--- src/hdl/ymcrc_pkg.sv ---
// ----------------------------------------------------------------------------
// YMODEM CRC receiver package
// Shared payload types, codes and the CRC-16/CCITT byte step.
// ----------------------------------------------------------------------------
package ymcrc_pkg;

    localparam int MAX_FRAME_DEF   = 1040;
    localparam int OFFSET_BITS_DEF = 24;
    localparam int RES_MAX         = 4;

    localparam logic [1:0] FN_BYTE = 2'd0;
    localparam logic [1:0] FN_EOF  = 2'd1;
    localparam logic [1:0] FN_TICK = 2'd2;

    localparam logic [2:0] K_SEND  = 3'd0;
    localparam logic [2:0] K_DATA  = 3'd1;
    localparam logic [2:0] K_VERD  = 3'd2;
    localparam logic [2:0] K_ERASE = 3'd3;
    localparam logic [2:0] K_RESET = 3'd4;

    localparam logic [3:0] S_NEW   = 4'd0;
    localparam logic [3:0] S_DUP   = 4'd1;
    localparam logic [3:0] S_TYPE  = 4'd2;
    localparam logic [3:0] S_LEN   = 4'd3;
    localparam logic [3:0] S_SEQ   = 4'd4;
    localparam logic [3:0] S_CRC   = 4'd5;
    localparam logic [3:0] S_LARGE = 4'd6;
    localparam logic [3:0] S_EOT   = 4'd7;
    localparam logic [3:0] S_DONE  = 4'd8;

    localparam logic [7:0] C_SOH    = 8'h01;
    localparam logic [7:0] C_STX    = 8'h02;
    localparam logic [7:0] C_EOT    = 8'h04;
    localparam logic [7:0] C_ACK    = 8'h06;
    localparam logic [7:0] C_NAK    = 8'h15;
    localparam logic [7:0] C_PROMPT = 8'h43;

    localparam logic [1:0] BT_NONE = 2'd0;
    localparam logic [1:0] BT_SOH  = 2'd1;
    localparam logic [1:0] BT_STX  = 2'd2;
    localparam logic [1:0] BT_EOT  = 2'd3;

    localparam logic [1:0] REG_ENABLE = 2'd0;
    localparam logic [1:0] REG_POLL   = 2'd1;
    localparam logic [1:0] REG_MAXSZ  = 2'd2;

    typedef struct packed {
        logic [1:0] func;
        logic [7:0] rx_byte;
    } in_item_t;

    typedef struct packed {
        logic [2:0]  out_kind;
        logic [7:0]  out_byte;
        logic [23:0] out_offset;
        logic [10:0] out_length;
        logic [3:0]  out_status;
        logic        out_last;
    } out_item_t;

    // one frontend decision: up to four results
    typedef struct packed {
        logic [2:0] count;
        out_item_t  r0;
        out_item_t  r1;
        out_item_t  r2;
        out_item_t  r3;
    } res_group_t;

    function automatic logic [15:0] crc_step(input logic [15:0] crc, input logic [7:0] b);
        logic [15:0] c;
        c = crc ^ {b, 8'h00};
        for (int i = 0; i < 8; i++)
        begin
            c = c[15] ? ((c << 1) ^ 16'h1021) : (c << 1);
        end
        return c;
    endfunction

    function automatic out_item_t mk(input logic [2:0] k, input logic [7:0] b,
                                     input logic [23:0] o, input logic [10:0] l,
                                     input logic [3:0] s);
        out_item_t r;
        r.out_kind   = k;
        r.out_byte   = b;
        r.out_offset = o;
        r.out_length = l;
        r.out_status = s;
        r.out_last   = 1'b0;
        return r;
    endfunction

endpackage

--- src/hdl/ymodem_crc_packet_receiver.sv ---
// ----------------------------------------------------------------------------
// YMODEM CRC packet receiver
// Receives YMODEM frames, checks them and issues replies and flash actions.
// ----------------------------------------------------------------------------
// Input channel in_valid/in_stall carries one event per transaction: a
// received byte, an end-of-frame mark or a timer tick. The output channel
// out_valid/out_stall carries result transactions; out_last marks the final
// result of one event. Events that give no result produce nothing.
// An event's result group is written into the group queue at the edge that
// takes the event, and the back end offers its results from the queue head.
// Throughput: one event per cycle while in_stall is low; results leave at one
// per cycle while out_stall is low, and a group of up to four results leaves
// the queue with its last result. A four-entry group queue sits between the
// front end and the output side; in_stall rises when it is full, so output stalls back up to the input.
// Configuration goes through the APB port: enable at 0x0, poll_ticks at
// 0x4, max_file_size at 0x8. Reset clears all state to waiting for the
// header with enable off, poll_ticks 40 and max_file_size 131072.
// ----------------------------------------------------------------------------
module ymodem_crc_packet_receiver #(
    parameter int MAX_FRAME   = ymcrc_pkg::MAX_FRAME_DEF,
    parameter int OFFSET_BITS = ymcrc_pkg::OFFSET_BITS_DEF
) (
    input  logic                 clk,
    input  logic                 rst_n,
    input  logic                 in_valid,
    output logic                 in_stall,
    input  ymcrc_pkg::in_item_t  in_data,
    output logic                 out_valid,
    input  logic                 out_stall,
    output ymcrc_pkg::out_item_t out_data,
    input  logic                 psel,
    input  logic                 penable,
    input  logic                 pwrite,
    input  logic [3:0]           paddr,
    input  logic [31:0]          pwdata,
    output logic [31:0]          prdata,
    output logic                 pready
);

    logic        enable_reg;
    logic [15:0] poll_reg;
    logic [23:0] maxsz_reg;
    logic        wr;
    logic        go;
    logic        push;
    logic        empty;
    logic        full;
    logic        pop;
    ymcrc_pkg::res_group_t grp;
    ymcrc_pkg::res_group_t head;

    assign pready = 1'b1;
    assign wr     = psel && penable && pwrite && pready;

    always_comb
    begin
        case (paddr[3:2])
            ymcrc_pkg::REG_ENABLE: prdata = {31'd0, enable_reg};
            ymcrc_pkg::REG_POLL:   prdata = {16'd0, poll_reg};
            ymcrc_pkg::REG_MAXSZ:  prdata = {8'd0, maxsz_reg};
            default:               prdata = 32'd0;
        endcase
    end

    always_ff @(posedge clk or negedge rst_n)
    begin
        if (!rst_n)
        begin
            enable_reg <= 1'b0;
            poll_reg   <= 16'd40;
            maxsz_reg  <= 24'd131072;
        end
        else if (wr)
        begin
            case (paddr[3:2])
                ymcrc_pkg::REG_ENABLE: enable_reg <= pwdata[0];
                ymcrc_pkg::REG_POLL:   poll_reg   <= pwdata[15:0];
                ymcrc_pkg::REG_MAXSZ:  maxsz_reg  <= pwdata[23:0];
                default:               enable_reg <= enable_reg;
            endcase
        end
    end

    assign in_stall = full;
    assign go       = in_valid && !in_stall;
    assign push     = (grp.count != 3'd0);

    ymcrc_front #(
        .MAX_FRAME   (MAX_FRAME),
        .OFFSET_BITS (OFFSET_BITS)
    ) u_front (
        .clk           (clk),
        .rst_n         (rst_n),
        .go            (go),
        .item          (in_data),
        .enable        (enable_reg),
        .poll_ticks    (poll_reg),
        .max_file_size (maxsz_reg),
        .grp           (grp)
    );

    ymcrc_queue u_queue (
        .clk       (clk),
        .rst_n     (rst_n),
        .push      (push),
        .push_data (grp),
        .pop       (pop),
        .empty     (empty),
        .full      (full),
        .head      (head)
    );

    ymcrc_back u_back (
        .clk   (clk),
        .rst_n (rst_n),
        .empty (empty),
        .head  (head),
        .pop   (pop),
        .valid (out_valid),
        .stall (out_stall),
        .data  (out_data)
    );

    a_no_push_full: assert property (@(posedge clk) disable iff (!rst_n)
        !(push && full && !pop))
        else $error("group pushed into full queue");

    a_last_pops: assert property (@(posedge clk) disable iff (!rst_n)
        (out_valid && !out_stall && out_data.out_last) |-> pop)
        else $error("last result did not retire group");

    a_empty_novalid: assert property (@(posedge clk) disable iff (!rst_n)
        empty |-> !out_valid)
        else $error("output valid with empty queue");

endmodule

--- src/hdl/ymcrc_front.sv ---
// ----------------------------------------------------------------------------
// YMODEM CRC receiver front end
// Accepts events, tracks the frame and protocol state, emits result groups.
// ----------------------------------------------------------------------------
module ymcrc_front #(
    parameter int MAX_FRAME   = ymcrc_pkg::MAX_FRAME_DEF,
    parameter int OFFSET_BITS = ymcrc_pkg::OFFSET_BITS_DEF
) (
    input  logic                  clk,
    input  logic                  rst_n,
    input  logic                  go,
    input  ymcrc_pkg::in_item_t   item,
    input  logic                  enable,
    input  logic [15:0]           poll_ticks,
    input  logic [23:0]           max_file_size,
    output ymcrc_pkg::res_group_t grp
);

    localparam int FCW = $clog2(MAX_FRAME + 2);

    typedef enum logic [5:0] {
        ST_HDR  = 6'b000001,
        ST_DATA = 6'b000010,
        ST_EOT2 = 6'b000100,
        ST_FIN  = 6'b001000,
        ST_RSTW = 6'b010000,
        ST_IDLE = 6'b100000
    } stage_t;

    stage_t                 stage_reg, stage_next;
    logic [7:0]             exp_seq_reg, exp_seq_next;
    logic [FCW-1:0]         fcnt_reg, fcnt_next;
    logic [1:0]             btype_reg, btype_next;
    logic [7:0]             seqb_reg, seqb_next;
    logic                   seqok_reg, seqok_next;
    logic [15:0]            crc_reg, crc_next;
    logic [15:0]            crcrx_reg, crcrx_next;
    logic [23:0]            size_reg, size_next;
    logic [1:0]             named_reg, named_next;
    logic [OFFSET_BITS-1:0] woff_reg, woff_next;
    logic [15:0]            tick_reg, tick_next;

    logic [10:0]            dlen;
    logic [11:0]            p;
    logic [7:0]             b;
    logic [27:0]            smul;
    logic [15:0]            pt;
    logic [15:0]            tick_inc;
    logic                   crc_good;
    logic                   seq0;
    logic [OFFSET_BITS-1:0] poff;
    logic                   fin;

    assign fin = (stage_reg == ST_FIN);
    assign b   = item.rx_byte;
    assign p   = 12'(fcnt_reg);

    always_comb
    begin
        case (btype_reg)
            ymcrc_pkg::BT_SOH: dlen = 11'd128;
            ymcrc_pkg::BT_STX: dlen = fin ? 11'd128 : 11'd1024;
            default:           dlen = 11'd0;
        endcase
    end

    assign crc_good = (crc_reg == crcrx_reg);
    assign seq0     = (seqb_reg == 8'd0) && seqok_reg;
    assign smul     = 28'(size_reg) * 28'd10 + 28'(b - 8'h30);
    assign pt       = (poll_ticks == 16'd0) ? 16'd1 : poll_ticks;
    assign tick_inc = tick_reg + 16'd1;
    assign poff     = woff_reg + OFFSET_BITS'(p - 12'd3);

    always_comb
    begin
        stage_next   = stage_reg;
        exp_seq_next = exp_seq_reg;
        fcnt_next    = fcnt_reg;
        btype_next   = btype_reg;
        seqb_next    = seqb_reg;
        seqok_next   = seqok_reg;
        crc_next     = crc_reg;
        crcrx_next   = crcrx_reg;
        size_next    = size_reg;
        named_next   = named_reg;
        woff_next    = woff_reg;
        tick_next    = tick_reg;
        grp          = '0;

        if (go && enable)
        begin
            case (item.func)
                ymcrc_pkg::FN_BYTE:
                begin
                    if (stage_reg != ST_RSTW && stage_reg != ST_IDLE
                        && p <= 12'(MAX_FRAME))
                    begin
                        fcnt_next = FCW'(p + 12'd1);
                        if (p == 12'(MAX_FRAME))
                        begin
                            fcnt_next = FCW'(p + 12'd1);
                        end
                        else if (p == 12'd0)
                        begin
                            btype_next = (b == ymcrc_pkg::C_SOH) ? ymcrc_pkg::BT_SOH :
                                         (b == ymcrc_pkg::C_STX) ? ymcrc_pkg::BT_STX :
                                         (b == ymcrc_pkg::C_EOT) ? ymcrc_pkg::BT_EOT :
                                                                   ymcrc_pkg::BT_NONE;
                        end
                        else if (p == 12'd1)
                        begin
                            seqb_next = b;
                        end
                        else if (p == 12'd2)
                        begin
                            seqok_next = (b == (8'hFF - seqb_reg));
                        end
                        else if (p < 12'd3 + 12'(dlen))
                        begin
                            crc_next = ymcrc_pkg::crc_step(crc_reg, b);
                            if (stage_reg == ST_HDR)
                            begin
                                if (named_reg == 2'd0)
                                begin
                                    if (b == 8'd0)
                                    begin
                                        named_next = 2'd1;
                                    end
                                end
                                else if (named_reg == 2'd1)
                                begin
                                    if (b >= 8'h30 && b <= 8'h39)
                                    begin
                                        size_next = (smul > 28'hFFFFFF) ? 24'hFFFFFF
                                                                        : smul[23:0];
                                    end
                                    else
                                    begin
                                        named_next = 2'd2;
                                    end
                                end
                            end
                            if (stage_reg == ST_DATA)
                            begin
                                grp.count = 3'd1;
                                grp.r0 = ymcrc_pkg::mk(ymcrc_pkg::K_DATA, b,
                                                       24'(poff), 11'd0, 4'd0);
                            end
                        end
                        else if (p == 12'd3 + 12'(dlen))
                        begin
                            crcrx_next = {b, 8'h00};
                        end
                        else if (p == 12'd4 + 12'(dlen))
                        begin
                            crcrx_next = {crcrx_reg[15:8], b};
                        end
                    end
                end
                ymcrc_pkg::FN_EOF:
                begin
                    if (stage_reg != ST_RSTW && stage_reg != ST_IDLE && p != 12'd0)
                    begin
                        case (stage_reg)
                            ST_HDR:
                            begin
                                grp.count = 3'd1;
                                if (dlen == 11'd0)
                                begin
                                    grp.r0 = ymcrc_pkg::mk(ymcrc_pkg::K_VERD, 8'd0, 24'd0,
                                                           11'd0, ymcrc_pkg::S_TYPE);
                                end
                                else if (p < 12'd5 + 12'(dlen))
                                begin
                                    grp.count = 3'd2;
                                    grp.r0 = ymcrc_pkg::mk(ymcrc_pkg::K_VERD, 8'd0, 24'd0,
                                                           11'd0, ymcrc_pkg::S_LEN);
                                    grp.r1 = ymcrc_pkg::mk(ymcrc_pkg::K_SEND,
                                                           ymcrc_pkg::C_NAK, 24'd0,
                                                           11'd0, 4'd0);
                                end
                                else if (!seq0)
                                begin
                                    grp.r0 = ymcrc_pkg::mk(ymcrc_pkg::K_VERD, 8'd0, 24'd0,
                                                           11'd0, ymcrc_pkg::S_SEQ);
                                end
                                else if (!crc_good)
                                begin
                                    grp.count = 3'd2;
                                    grp.r0 = ymcrc_pkg::mk(ymcrc_pkg::K_VERD, 8'd0, 24'd0,
                                                           11'd0, ymcrc_pkg::S_CRC);
                                    grp.r1 = ymcrc_pkg::mk(ymcrc_pkg::K_SEND,
                                                           ymcrc_pkg::C_NAK, 24'd0,
                                                           11'd0, 4'd0);
                                end
                                else if (size_reg > max_file_size)
                                begin
                                    grp.r0 = ymcrc_pkg::mk(ymcrc_pkg::K_VERD, 8'd0, 24'd0,
                                                           11'd0, ymcrc_pkg::S_LARGE);
                                end
                                else
                                begin
                                    grp.count = 3'd4;
                                    grp.r0 = ymcrc_pkg::mk(ymcrc_pkg::K_ERASE, 8'd0, 24'd0,
                                                           11'd0, 4'd0);
                                    grp.r1 = ymcrc_pkg::mk(ymcrc_pkg::K_VERD, 8'd0, 24'd0,
                                                           11'd0, ymcrc_pkg::S_NEW);
                                    grp.r2 = ymcrc_pkg::mk(ymcrc_pkg::K_SEND,
                                                           ymcrc_pkg::C_ACK, 24'd0,
                                                           11'd0, 4'd0);
                                    grp.r3 = ymcrc_pkg::mk(ymcrc_pkg::K_SEND,
                                                           ymcrc_pkg::C_PROMPT, 24'd0,
                                                           11'd0, 4'd0);
                                    woff_next    = '0;
                                    exp_seq_next = 8'd1;
                                    tick_next    = 16'd0;
                                    stage_next   = ST_DATA;
                                end
                            end
                            ST_DATA:
                            begin
                                grp.count = 3'd2;
                                grp.r1 = ymcrc_pkg::mk(ymcrc_pkg::K_SEND, ymcrc_pkg::C_NAK,
                                                       24'd0, 11'd0, 4'd0);
                                if (btype_reg == ymcrc_pkg::BT_EOT)
                                begin
                                    grp.r0 = ymcrc_pkg::mk(ymcrc_pkg::K_VERD, 8'd0, 24'd0,
                                                           11'd0, ymcrc_pkg::S_EOT);
                                    stage_next = ST_EOT2;
                                end
                                else if (dlen == 11'd0)
                                begin
                                    grp.r0 = ymcrc_pkg::mk(ymcrc_pkg::K_VERD, 8'd0, 24'd0,
                                                           11'd0, ymcrc_pkg::S_TYPE);
                                end
                                else if (p != 12'd5 + 12'(dlen))
                                begin
                                    grp.r0 = ymcrc_pkg::mk(ymcrc_pkg::K_VERD, 8'd0, 24'd0,
                                                           11'd0, ymcrc_pkg::S_LEN);
                                end
                                else if (!seqok_reg)
                                begin
                                    grp.r0 = ymcrc_pkg::mk(ymcrc_pkg::K_VERD, 8'd0, 24'd0,
                                                           11'd0, ymcrc_pkg::S_SEQ);
                                end
                                else if (!crc_good)
                                begin
                                    grp.r0 = ymcrc_pkg::mk(ymcrc_pkg::K_VERD, 8'd0, 24'd0,
                                                           11'd0, ymcrc_pkg::S_CRC);
                                end
                                else if (seqb_reg == exp_seq_reg)
                                begin
                                    grp.r0 = ymcrc_pkg::mk(ymcrc_pkg::K_VERD, 8'd0,
                                                           24'(woff_reg), dlen,
                                                           ymcrc_pkg::S_NEW);
                                    grp.r1 = ymcrc_pkg::mk(ymcrc_pkg::K_SEND,
                                                           ymcrc_pkg::C_ACK, 24'd0,
                                                           11'd0, 4'd0);
                                    woff_next    = woff_reg + OFFSET_BITS'(dlen);
                                    exp_seq_next = exp_seq_reg + 8'd1;
                                end
                                else
                                begin
                                    grp.r0 = ymcrc_pkg::mk(ymcrc_pkg::K_VERD, 8'd0, 24'd0,
                                                           11'd0, ymcrc_pkg::S_DUP);
                                    grp.r1 = ymcrc_pkg::mk(ymcrc_pkg::K_SEND,
                                                           ymcrc_pkg::C_ACK, 24'd0,
                                                           11'd0, 4'd0);
                                end
                            end
                            ST_EOT2:
                            begin
                                if (btype_reg == ymcrc_pkg::BT_EOT)
                                begin
                                    grp.count = 3'd3;
                                    grp.r0 = ymcrc_pkg::mk(ymcrc_pkg::K_VERD, 8'd0, 24'd0,
                                                           11'd0, ymcrc_pkg::S_EOT);
                                    grp.r1 = ymcrc_pkg::mk(ymcrc_pkg::K_SEND,
                                                           ymcrc_pkg::C_ACK, 24'd0,
                                                           11'd0, 4'd0);
                                    grp.r2 = ymcrc_pkg::mk(ymcrc_pkg::K_SEND,
                                                           ymcrc_pkg::C_PROMPT, 24'd0,
                                                           11'd0, 4'd0);
                                    stage_next = ST_FIN;
                                end
                                else
                                begin
                                    grp.count = 3'd2;
                                    grp.r0 = ymcrc_pkg::mk(ymcrc_pkg::K_VERD, 8'd0, 24'd0,
                                                           11'd0, ymcrc_pkg::S_TYPE);
                                    grp.r1 = ymcrc_pkg::mk(ymcrc_pkg::K_SEND,
                                                           ymcrc_pkg::C_NAK, 24'd0,
                                                           11'd0, 4'd0);
                                end
                            end
                            default:
                            begin
                                grp.count = 3'd1;
                                if (dlen == 11'd0)
                                begin
                                    grp.r0 = ymcrc_pkg::mk(ymcrc_pkg::K_VERD, 8'd0, 24'd0,
                                                           11'd0, ymcrc_pkg::S_TYPE);
                                end
                                else if (p < 12'd133)
                                begin
                                    grp.r0 = ymcrc_pkg::mk(ymcrc_pkg::K_VERD, 8'd0, 24'd0,
                                                           11'd0, ymcrc_pkg::S_LEN);
                                end
                                else if (!seq0)
                                begin
                                    grp.r0 = ymcrc_pkg::mk(ymcrc_pkg::K_VERD, 8'd0, 24'd0,
                                                           11'd0, ymcrc_pkg::S_SEQ);
                                end
                                else if (!crc_good)
                                begin
                                    grp.r0 = ymcrc_pkg::mk(ymcrc_pkg::K_VERD, 8'd0, 24'd0,
                                                           11'd0, ymcrc_pkg::S_CRC);
                                end
                                else
                                begin
                                    grp.count = 3'd2;
                                    grp.r0 = ymcrc_pkg::mk(ymcrc_pkg::K_VERD, 8'd0, 24'd0,
                                                           11'd0, ymcrc_pkg::S_DONE);
                                    grp.r1 = ymcrc_pkg::mk(ymcrc_pkg::K_SEND,
                                                           ymcrc_pkg::C_ACK, 24'd0,
                                                           11'd0, 4'd0);
                                    stage_next = ST_RSTW;
                                    tick_next  = 16'd0;
                                end
                            end
                        endcase
                    end
                    fcnt_next  = '0;
                    btype_next = ymcrc_pkg::BT_NONE;
                    seqb_next  = 8'd0;
                    seqok_next = 1'b0;
                    crc_next   = 16'd0;
                    crcrx_next = 16'd0;
                    size_next  = 24'd0;
                    named_next = 2'd0;
                end
                ymcrc_pkg::FN_TICK:
                begin
                    if (stage_reg == ST_HDR || stage_reg == ST_RSTW)
                    begin
                        tick_next = tick_inc;
                        if (tick_inc >= pt)
                        begin
                            tick_next = 16'd0;
                            grp.count = 3'd1;
                            if (stage_reg == ST_HDR)
                            begin
                                grp.r0 = ymcrc_pkg::mk(ymcrc_pkg::K_SEND,
                                                       ymcrc_pkg::C_PROMPT, 24'd0,
                                                       11'd0, 4'd0);
                            end
                            else
                            begin
                                grp.r0 = ymcrc_pkg::mk(ymcrc_pkg::K_RESET, 8'd0, 24'd0,
                                                       11'd0, 4'd0);
                                stage_next = ST_IDLE;
                            end
                        end
                    end
                end
                default:
                begin
                    grp.count = 3'd0;
                end
            endcase
        end
    end

    always_ff @(posedge clk or negedge rst_n)
    begin
        if (!rst_n)
        begin
            stage_reg   <= ST_HDR;
            exp_seq_reg <= 8'd0;
            fcnt_reg    <= '0;
            btype_reg   <= ymcrc_pkg::BT_NONE;
            seqb_reg    <= 8'd0;
            seqok_reg   <= 1'b0;
            crc_reg     <= 16'd0;
            crcrx_reg   <= 16'd0;
            size_reg    <= 24'd0;
            named_reg   <= 2'd0;
            woff_reg    <= '0;
            tick_reg    <= 16'd0;
        end
        else
        begin
            stage_reg   <= stage_next;
            exp_seq_reg <= exp_seq_next;
            fcnt_reg    <= fcnt_next;
            btype_reg   <= btype_next;
            seqb_reg    <= seqb_next;
            seqok_reg   <= seqok_next;
            crc_reg     <= crc_next;
            crcrx_reg   <= crcrx_next;
            size_reg    <= size_next;
            named_reg   <= named_next;
            woff_reg    <= woff_next;
            tick_reg    <= tick_next;
        end
    end

endmodule

--- src/hdl/ymcrc_queue.sv ---
// ----------------------------------------------------------------------------
// YMODEM CRC receiver result queue
// Holds result groups between front end and back end.
// ----------------------------------------------------------------------------
module ymcrc_queue (
    input  logic                  clk,
    input  logic                  rst_n,
    input  logic                  push,
    input  ymcrc_pkg::res_group_t push_data,
    input  logic                  pop,
    output logic                  empty,
    output logic                  full,
    output ymcrc_pkg::res_group_t head
);

    ymcrc_pkg::res_group_t mem_reg [4];
    logic [1:0] wp_reg, wp_next;
    logic [1:0] rp_reg, rp_next;
    logic [2:0] cnt_reg, cnt_next;

    assign empty = (cnt_reg == 3'd0);
    assign full  = (cnt_reg == 3'd4);
    assign head  = mem_reg[rp_reg];

    always_comb
    begin
        wp_next  = push ? wp_reg + 2'd1 : wp_reg;
        rp_next  = pop ? rp_reg + 2'd1 : rp_reg;
        cnt_next = cnt_reg + {2'd0, push} - {2'd0, pop};
    end

    always_ff @(posedge clk)
    begin
        if (push)
        begin
            mem_reg[wp_reg] <= push_data;
        end
    end

    always_ff @(posedge clk or negedge rst_n)
    begin
        if (!rst_n)
        begin
            wp_reg  <= 2'd0;
            rp_reg  <= 2'd0;
            cnt_reg <= 3'd0;
        end
        else
        begin
            wp_reg  <= wp_next;
            rp_reg  <= rp_next;
            cnt_reg <= cnt_next;
        end
    end

endmodule

--- src/hdl/ymcrc_back.sv ---
// ----------------------------------------------------------------------------
// YMODEM CRC receiver back end
// Sends the results of each group, one transaction per cycle while stall is low.
// ----------------------------------------------------------------------------
module ymcrc_back (
    input  logic                  clk,
    input  logic                  rst_n,
    input  logic                  empty,
    input  ymcrc_pkg::res_group_t head,
    output logic                  pop,
    output logic                  valid,
    input  logic                  stall,
    output ymcrc_pkg::out_item_t  data
);

    logic [1:0] idx_reg, idx_next;
    logic       last;

    assign valid = !empty;
    assign last  = ({1'b0, idx_reg} + 3'd1) == head.count;

    always_comb
    begin
        case (idx_reg)
            2'd0:    data = head.r0;
            2'd1:    data = head.r1;
            2'd2:    data = head.r2;
            default: data = head.r3;
        endcase
        data.out_last = last;
    end

    assign pop = valid && !stall && last;

    always_comb
    begin
        idx_next = idx_reg;
        if (valid && !stall)
        begin
            idx_next = last ? 2'd0 : idx_reg + 2'd1;
        end
    end

    always_ff @(posedge clk or negedge rst_n)
    begin
        if (!rst_n)
        begin
            idx_reg <= 2'd0;
        end
        else
        begin
            idx_reg <= idx_next;
        end
    end

endmodule
--- config.mk ---
export PLATFORM = sky130hd
export DESIGN_NAME = ymodem_crc_packet_receiver
export DESIGN_NICKNAME = d
export VERILOG_FILES = /design/src/hdl/ymcrc_pkg.sv /design/src/hdl/ymodem_crc_packet_receiver.sv /design/src/hdl/ymcrc_front.sv /design/src/hdl/ymcrc_queue.sv /design/src/hdl/ymcrc_back.sv
export SDC_FILE = /design/constraint.sdc
export NUM_CORES = 1
export LEC_CHECK = 0
export BUFFER_PORTS_ARGS = -buffer_cell sky130_fd_sc_hd__buf_4
export CORE_ASPECT_RATIO = 2
export CORE_MARGIN = 2
export CORE_UTILIZATION = 40
export DETAILED_ROUTE_END_ITERATION = 16
export GPL_TIMING_DRIVEN = 1
export PLACE_DENSITY = 0.67
export SLEW_MARGIN = 30
export SYNTH_ARGS = -nofsm -noshare
export SYNTH_HDL_FRONTEND = slang
export SYNTH_SLANG_ARGS = --single-unit
--- constraint.sdc ---
create_clock -name clk -period 8.8 [get_ports clk]
set_input_delay 1.32 -clock clk [delete_from_list [all_inputs] [get_ports clk]]
set_output_delay 1.32 -clock clk [all_outputs]
set_load 0.03 [all_outputs]
==> run_results.csv, run 1 <==
group,metric,value,unit
status,status,"finished, final reports clean",
timing,skew,0.02618,ns
cells_and_area,areaGrowthSynthToFinish,12.35,%
timing,post-route-period-util,0.7019,
synthesis,synth_mux_area_frac,0.06727,
timing,tns,0,ns
drt,drt-pass1-iter-count,5,
placed_design,pre_cts_slack,2.723,ns
power,vdd_drop_max,485.2,µV
die,core_area,56170,µm²
clock_network,post_cts_buffers,0,
drt,drt.antenna.violating_nets,0,
synthesis,synth_area_per_cell,10.86,µm²
clock_network,cts_resized,0,
cells_and_area,finalNetCount,2398,
critical_path,start_kind,"flop",
critical_path,reg2reg_setup_slack,2.62,ns
placed_design,portBuffers,110,
grt,grt-ovfl-total,0,
synthesis,ys_seq_area_frac,0.4699,
critical_path,worstPathArrival,6.59,ns
die,rows,123,
die,fp.dieW,172.6,µm
drt,drc,0,
cells_and_area,largest_reg_flops,208,
clock_network,insertion_delay,0.55,ns
die,dieArea,58860,µm²
timing,max-slew-margin-rel,0.4235,
grt,first_global_vias,17200,
timing,rsz0062_at_grt,"false",
clock_network,cts_root_buffer,"clkbuf_16",
synthesis,synth_cell_types,90,
drt,drt-wirelength-per-cell,19.84,µm
flow_run,drv_cap,0,
die,fp.dieH,341.1,µm
clock_network,cts_tree,"built",
synthesis,synth_cells,2093,
critical_path,cp_max_fo,13,
timing,setup_viol,0,
cells_and_area,diodes,0,
synthesis,ys.flop_type,"edfxtp_1",
clock_network,clock_tree.buffer_depth,3,
drt,wl,58.66,mm
grt,grt_first_pass_wirelength,93.47,mm
cells_and_area,final_core_util,0.4546,
synthesis,synth_top_family_by_area,"simple AND/OR/NAND/NOR gates",
grt,grtUsageTotal,0.1983,
power,leakagePower,10.72,nW
drt,dr_total_vias,16630,
critical_path,critPathCaptureType,"flop",
timing,slew_viol_final,0,
timing,setup_slack,2.623,ns
synthesis,synth-seq-cells,385,
synthesis,synth_xor_area_frac,0.06154,
synthesis,synth_edf_count,208,
die,initial_core_util,0.4046,
cells_and_area,drive_gt1_frac,0.1391,
timing,worst_pin_slew,0.8569,ns
die,io_pins,139,
synthesis,syn_area,22730,µm²
critical_path,required,9.21,ns
drt,viasPerCell,5.625,
synthesis,yosys.area_share.simple,0.1409,
timing,whs,0.5113,ns
clock_network,numCtsBuffers,36,
clock_network,h-tree-depth,2,
synthesis,synth_compound_area_frac,0.1329,
clock_network,hold_buffers,0,
grt,grt_max_degree,70,
timing,fmax,161.9,MHz
grt,antenna_found_initial,0,
drt,drt_iter0_drc,992,
synthesis,synthAdderAreaFrac,0.09127,
clock_network,clkSinkCount,385,
placed_design,place_congestion,0.9231,
placed_design,hpwl,43.84,mm
synthesis,ys_warn_count,0,
timing,finalHoldViolations,0,
timing,period_minus_slack,6.177,ns
clock_network,path_clk_slew,0.06,ns
synthesis,async_reset_ff_frac,0.4597,
power,power_density,336.8,nW/µm²
critical_path,worstSetupPathType,"flop to flop",
min_path,hold_path.class,"flop to flop",
[worst max-delay path, stage by stage, from the launching register on]
cell and delay (ns):
dfrtp_1 0.46, ha_1 0.33, ha_1 0.22, inv_1 0.07, fa_1 0.20, nor2b_1 0.06
o21a_1 0.17, o21ai_0 0.31, a31oi_1 0.19, o21ai_0 0.25, a21oi_1 0.17, or2_2 0.32
a221o_1 0.32, xor2_1 0.17, ha_1 0.36, and2_1 0.17, nand3_1 0.09, or2_2 0.30
o21bai_1 0.24, mux2i_1 0.12, or4_4 0.56, a311oi_4 0.60, buf_6 0.26, a21oi_1 0.09
[cells by family after synthesis]
kind of cell | after synthesis
AO/OA/AOI/OAI | 473
XOR/XNOR | 158
adder cells (fa/ha/maj) | 164
flip-flops | 385
multiplexers | 85
buffers and inverters | 194
AND/OR/NAND/NOR | 632
other | 2
[final timing paths]
check / start / end / cells past startpoint
max: u_front.size_reg[1] / u_front.size_reg[15] / 23
min in group asynchronous: rst_n / maxsz_reg[19] / 1
max in group asynchronous: rst_n / u_front.woff_reg[21] / 2
max reg2reg: u_front.size_reg[1] / u_front.size_reg[15] / 23
min: u_front.tick_reg[15] / u_front.tick_reg[15] / 2
min reg2reg: u_front.tick_reg[15] / u_front.tick_reg[15] / 2
[cells in the final DEF (no fill, tap or decap), types with 24 or more instances in the layout]
cell type / synthesis / final
a21oi_1: 127 / 127
o21ai_0: 144 / 144
dfrtp_1: 173 / 171
a22o_1: 24 / 24
ha_1: 161 / 161
nand4_1: 24 / 24
edfxtp_1: 208 / 208
nor2_1: 107 / 107
a21o_1: 51 / 50
xnor2_1: 92 / 92
nor3_1: 45 / 42
nand2_1: 186 / 186
nand3_1: 62 / 62
mux4_2: 52 / 52
buf_4: 19 / 130
and2_1: 64 / 60
inv_1: 92 / 92
xor2_1: 65 / 65
clkbuf_16: 0 / 38
[final cells by class]
class                      count  area [µm²]
sequential                   385       10690
timing repair buffer         135        1049
fill                        5176       30640
tap                          750       938.4
multi-input combinational   1531       11340
clock buffer                  47        1015
inverter                      92       345.3
clock inverter                17       161.4
[cells in the mapped netlist (all sizes together) (4+ instances only)]
library cell / number / share of area
dfrtp: 173 / 0.19
o211ai: 9 / 0.0030
a31oi: 10 / 0.0028
nand3b: 8 / 0.0026
and3: 19 / 0.0052
clkbuf: 74 / 0.012
o2bb2ai: 5 / 0.0019
nand2b: 20 / 0.0055
or2: 9 / 0.0025
and4: 4 / 0.0015
or4b: 5 / 0.0022
o21a: 9 / 0.0030
nand2: 186 / 0.031
a221oi: 6 / 0.0026
o21ai: 147 / 0.032
buf: 28 / 0.0085
or3: 12 / 0.0035
nor2: 107 / 0.018
dfstp: 4 / 0.0046
a22o: 24 / 0.0092
nor2b: 23 / 0.0063
xnor2: 92 / 0.035
o21bai: 11 / 0.0038
mux2i: 11 / 0.0048
nand3: 62 / 0.014
edfxtp: 208 / 0.27
mux4: 52 / 0.052
or4: 4 / 0.0015
a21oi: 128 / 0.028
o31ai: 21 / 0.0072
and2: 64 / 0.018
nor4: 23 / 0.0073
nor3: 47 / 0.011
xor2: 65 / 0.025
nand4: 24 / 0.0066
inv: 92 / 0.015
a211oi: 8 / 0.0029
a21o: 51 / 0.017
nand4b: 4 / 0.0015
ha: 161 / 0.089
o221ai: 5 / 0.0022
nor3b: 5 / 0.0017
o311ai: 4 / 0.0019
mux2: 22 / 0.011
[through the flow]
step | cells | area (µm²) | power [mW]
2_1_floorplan | 2110 | 22790 | 5.703
3_3_place_gp | 2891 | 24300 | 6.880
6_report | 2957 | 25540 | 8.600
3_5_place_dp | 2892 | 24320 | 7.031
4_1_cts | 2956 | 25500 | 8.623
5_1_grt | 2957 | 25540 | 9.146
[report_power, final]
| part | switching, mW | total (mW) | internal (mW) | leakage [nW] |
|---|---|---|---|---|
| clock | 0.695 | 1.57 | 0.879 | 0.559 |
| combinational | 2.78 | 4.66 | 1.88 | 5.99 |
| sequential | 0.260 | 2.37 | 2.11 | 4.17 |
| total | 3.73 | 8.60 | 4.87 | 10.7 |
[metal layers]
metal / track usage / routed length (µm) / vias to the layer above
li1: - / - / 7812
met1: 0.2085 / 21070 / 8253
met2: 0.3850 / 32450 / 439
met3: 0.02306 / 2182 / 128
met4: 0.09954 / 2957 / 0
met5: 0 / 0 / -
Note: power is estimated with default switching activity, not from simulation.
==> run 2, diff against run 1 <==
PLACE_DENSITY = 0.69   (was 0.67)
clock period = 5.3 ns   (was 8.8 ns; I/O delays follow)
==> run 2 against run 1 <==
  * Sequential power increased by 67%
  * Critical endpoint is now u_front.size_reg[13]
  * Non-clock buffer count up 44
  * Maximum frequency increased by 19%
  * Largest power group unchanged
  * Critical path type unchanged
  * Clock power grew 65%
  * Via count up 0.60%
  * Largest cell class unchanged
==> run_results.csv, run 2 (synthesized netlist as in run 1, its figures left out) <==
group,metric,value,unit
status,status,"finished, final reports clean",
grt,grt-ovfl-total,0,
timing,max-slew-margin-rel,0.4272,
critical_path,cp_max_fo,6,
placed_design,place_congestion,0.9295,
clock_network,numCtsBuffers,36,
cells_and_area,final_cell_mix,"edfxtp_1, nand2_1, dfrtp_1",
clock_network,hold_buffers,0,
drt,drt-wirelength-per-cell,19.56,µm
flow_run,drv_cap,0,
power,combPwrFrac,0.554,
power,p_switching,6.370,mW
critical_path,slowest_stage,"or4_4",
cells_and_area,largest_reg_flops,208,
critical_path,required,5.70,ns
grt,grt_max_degree,91,
drt,viasPerCell,5.572,
clock_network,path_clk_slew,0.07,ns
clock_network,cts_tree,"built",
placed_design,hpwl,43.92,mm
cells_and_area,final_common_cell,"edfxtp_1",
drt,drt-pass1-iter-count,5,
grt,grtUsageTotal,0.1973,
cells_and_area,fin_cells,3003,
cells_and_area,ff_latch_area,10690,µm²
drt,drt.antenna.violating_nets,0,
power,swShare,0.4344,
timing,post-route-period-util,0.9793,
die,fp.dieH,341.1,µm
placed_design,portBuffers,110,
drt,drc,0,
grt,grt_first_pass_wirelength,93.30,mm
clock_network,insertion_delay,0.55,ns
critical_path,worstPathArrival,5.59,ns
clock_network,h-tree-depth,2,
timing,finalHoldViolations,0,
clock_network,clock_tree.buffer_depth,3,
clock_network,cts_root_buffer,"clkbuf_16",
drt,wl,58.74,mm
timing,fmax,192.7,MHz
clock_network,clkSinkCount,385,
critical_path,cpMostUsedCell,"ha_1",
timing,setup_viol,0,
power,power_density,562.4,nW/µm²
grt,antenna_found_initial,0,
cells_and_area,fillCellCount,5074,
critical_path,worstSetupPathType,"flop to flop",
power,p_seq_frac,0.269,
min_path,hold_path.class,"input port to asynchronous set/reset pin",
timing,slew_viol_final,0,
die,core_area,56170,µm²
grt,first_global_vias,17590,
cells_and_area,multi_input_area,11470,µm²
timing,skew,0.02069,ns
timing,period_minus_slack,5.190,ns
cells_and_area,diodes,0,
cells_and_area,drive_gt1_frac,0.1687,
critical_path,max_stage_delay,0.54,ns
timing,tns,0,ns
critical_path,crit_chain,"ha_1, ha_1, buf_4, and3_1, a221oi_2, a22oi_2, a2bb2oi_1, a21oi_2, nor2b_4, o21ai_0, xor2_1, ha_1, a21o_1, a21o_1, a21oi_1, o21ai_1, o21bai_4, mux2i_1, or4_4, a311oi_4, buf_6, buf_6, a21oi_1",
timing,worst_pin_slew,0.8513,ns
power,p_clk_frac,0.177,
die,initial_core_util,0.4046,
power,leakagePower,11.01,nW
drt,drt_iter0_drc,1123,
die,fp.dieW,172.6,µm
power,vdd_drop_max,1013,µV
critical_path,start_kind,"flop",
cells_and_area,areaGrowthSynthToFinish,14.71,%
placed_design,dp.cells,2924,
die,io_pins,139,
die,rows,123,
cells_and_area,finalNetCount,2442,
power,internal_power,8.293,mW
critical_path,critPathCaptureType,"flop",
drt,dr_total_vias,16730,
die,dieArea,58860,µm²
-- run 2: cell count changes in the layout (fill, tap and decap cells not counted), sizes merged --
cell | previous run | this run
buf | 135 | 179
inv | 93 | 95
clkinv | 9 | 14
clkinvlp | 5 | 3
clkbuf | 47 | 44
-- run 2: path summary, 6_finish.rpt --
path / depth (start not counted) / from / slack [ns] / to
max in group asynchronous: 3 / rst_n / 4.03 / u_front.woff_reg[14]
min in group clk: 3 / pwdata[22] / 0.46 / maxsz_reg[22]
hold reg to reg: 2 / u_front.tick_reg[15] / 0.51 / u_front.tick_reg[15]
setup reg to reg: 23 / u_front.size_reg[3] / 0.11 / u_front.size_reg[13]
hold / removal: 1 / rst_n / 0.11 / poll_reg[13]
setup / recovery: 23 / u_front.size_reg[3] / 0.11 / u_front.size_reg[13]
-- run 2: repair_timing --
item	in CTS	in global routing
setup buffers	3	8
endpoints found under the setup margin	24	24
gates cloned	1	2
pin swaps	2	20
gates resized for setup	9	42
-- run 2: metal layers --
layer  GRT usage  up-vias  share of wire
li1            -     7906              -
met1      0.2015     8258           0.35
met2      0.3872      429           0.55
met3     0.02429      139          0.042
met4      0.1027        0          0.057
met5           0        -              0
-- run 2: per-stage QoR --
stage / cell area, µm² / setup slack, ns / power (mW) / hold WS [ns] / utilization
2_1_floorplan: 22800 / 0.1182 / 9.469 / 0.4704 / -
3_3_place_gp: 24640 / -0.03892 / 11.52 / 0.5016 / 0.4386
3_5_place_dp: 24640 / -0.1567 / 11.77 / 0.5008 / 0.4387
4_1_cts: 25870 / 0.008667 / 14.42 / 0.3664 / 0.4605
5_1_grt: 26070 / -0.04947 / 15.57 / 0.1140 / 0.4642
6_report: 26070 / 0.1099 / 14.66 / 0.1060 / 0.4642
-- run 2: final cells by class --
cell class	count	share of cell area
Clock inverter	22	0.007054
Multi-Input combinational cell	1531	0.4398
Sequential cell	385	0.4098
Clock buffer	44	0.03729
Timing Repair Buffer	179	0.05682
Tap cell	750	0.03599
Inverter	92	0.01324
-- run 2: power groups by stage --
stage	logic [mW]	clock network, mW	registers, mW
floorplan	5.65	0	3.82
global placement	7.53	0	3.99
detailed placement	7.75	0	4.02
CTS	7.83	2.63	3.95
global route	8.83	2.74	4.00
finish	8.12	2.59	3.95
-- run 2: critical path, delay by kind of cell, from the launching register on --
family | cells | cell delay (ns)
buf+inv | 3 | 0.47
mux | 1 | 0.13
flops | 1 | 0.42
compound gates | 12 | 2.03
xor+xnor | 1 | 0.18
fa+ha+maj | 3 | 0.97
simple gates | 3 | 0.86
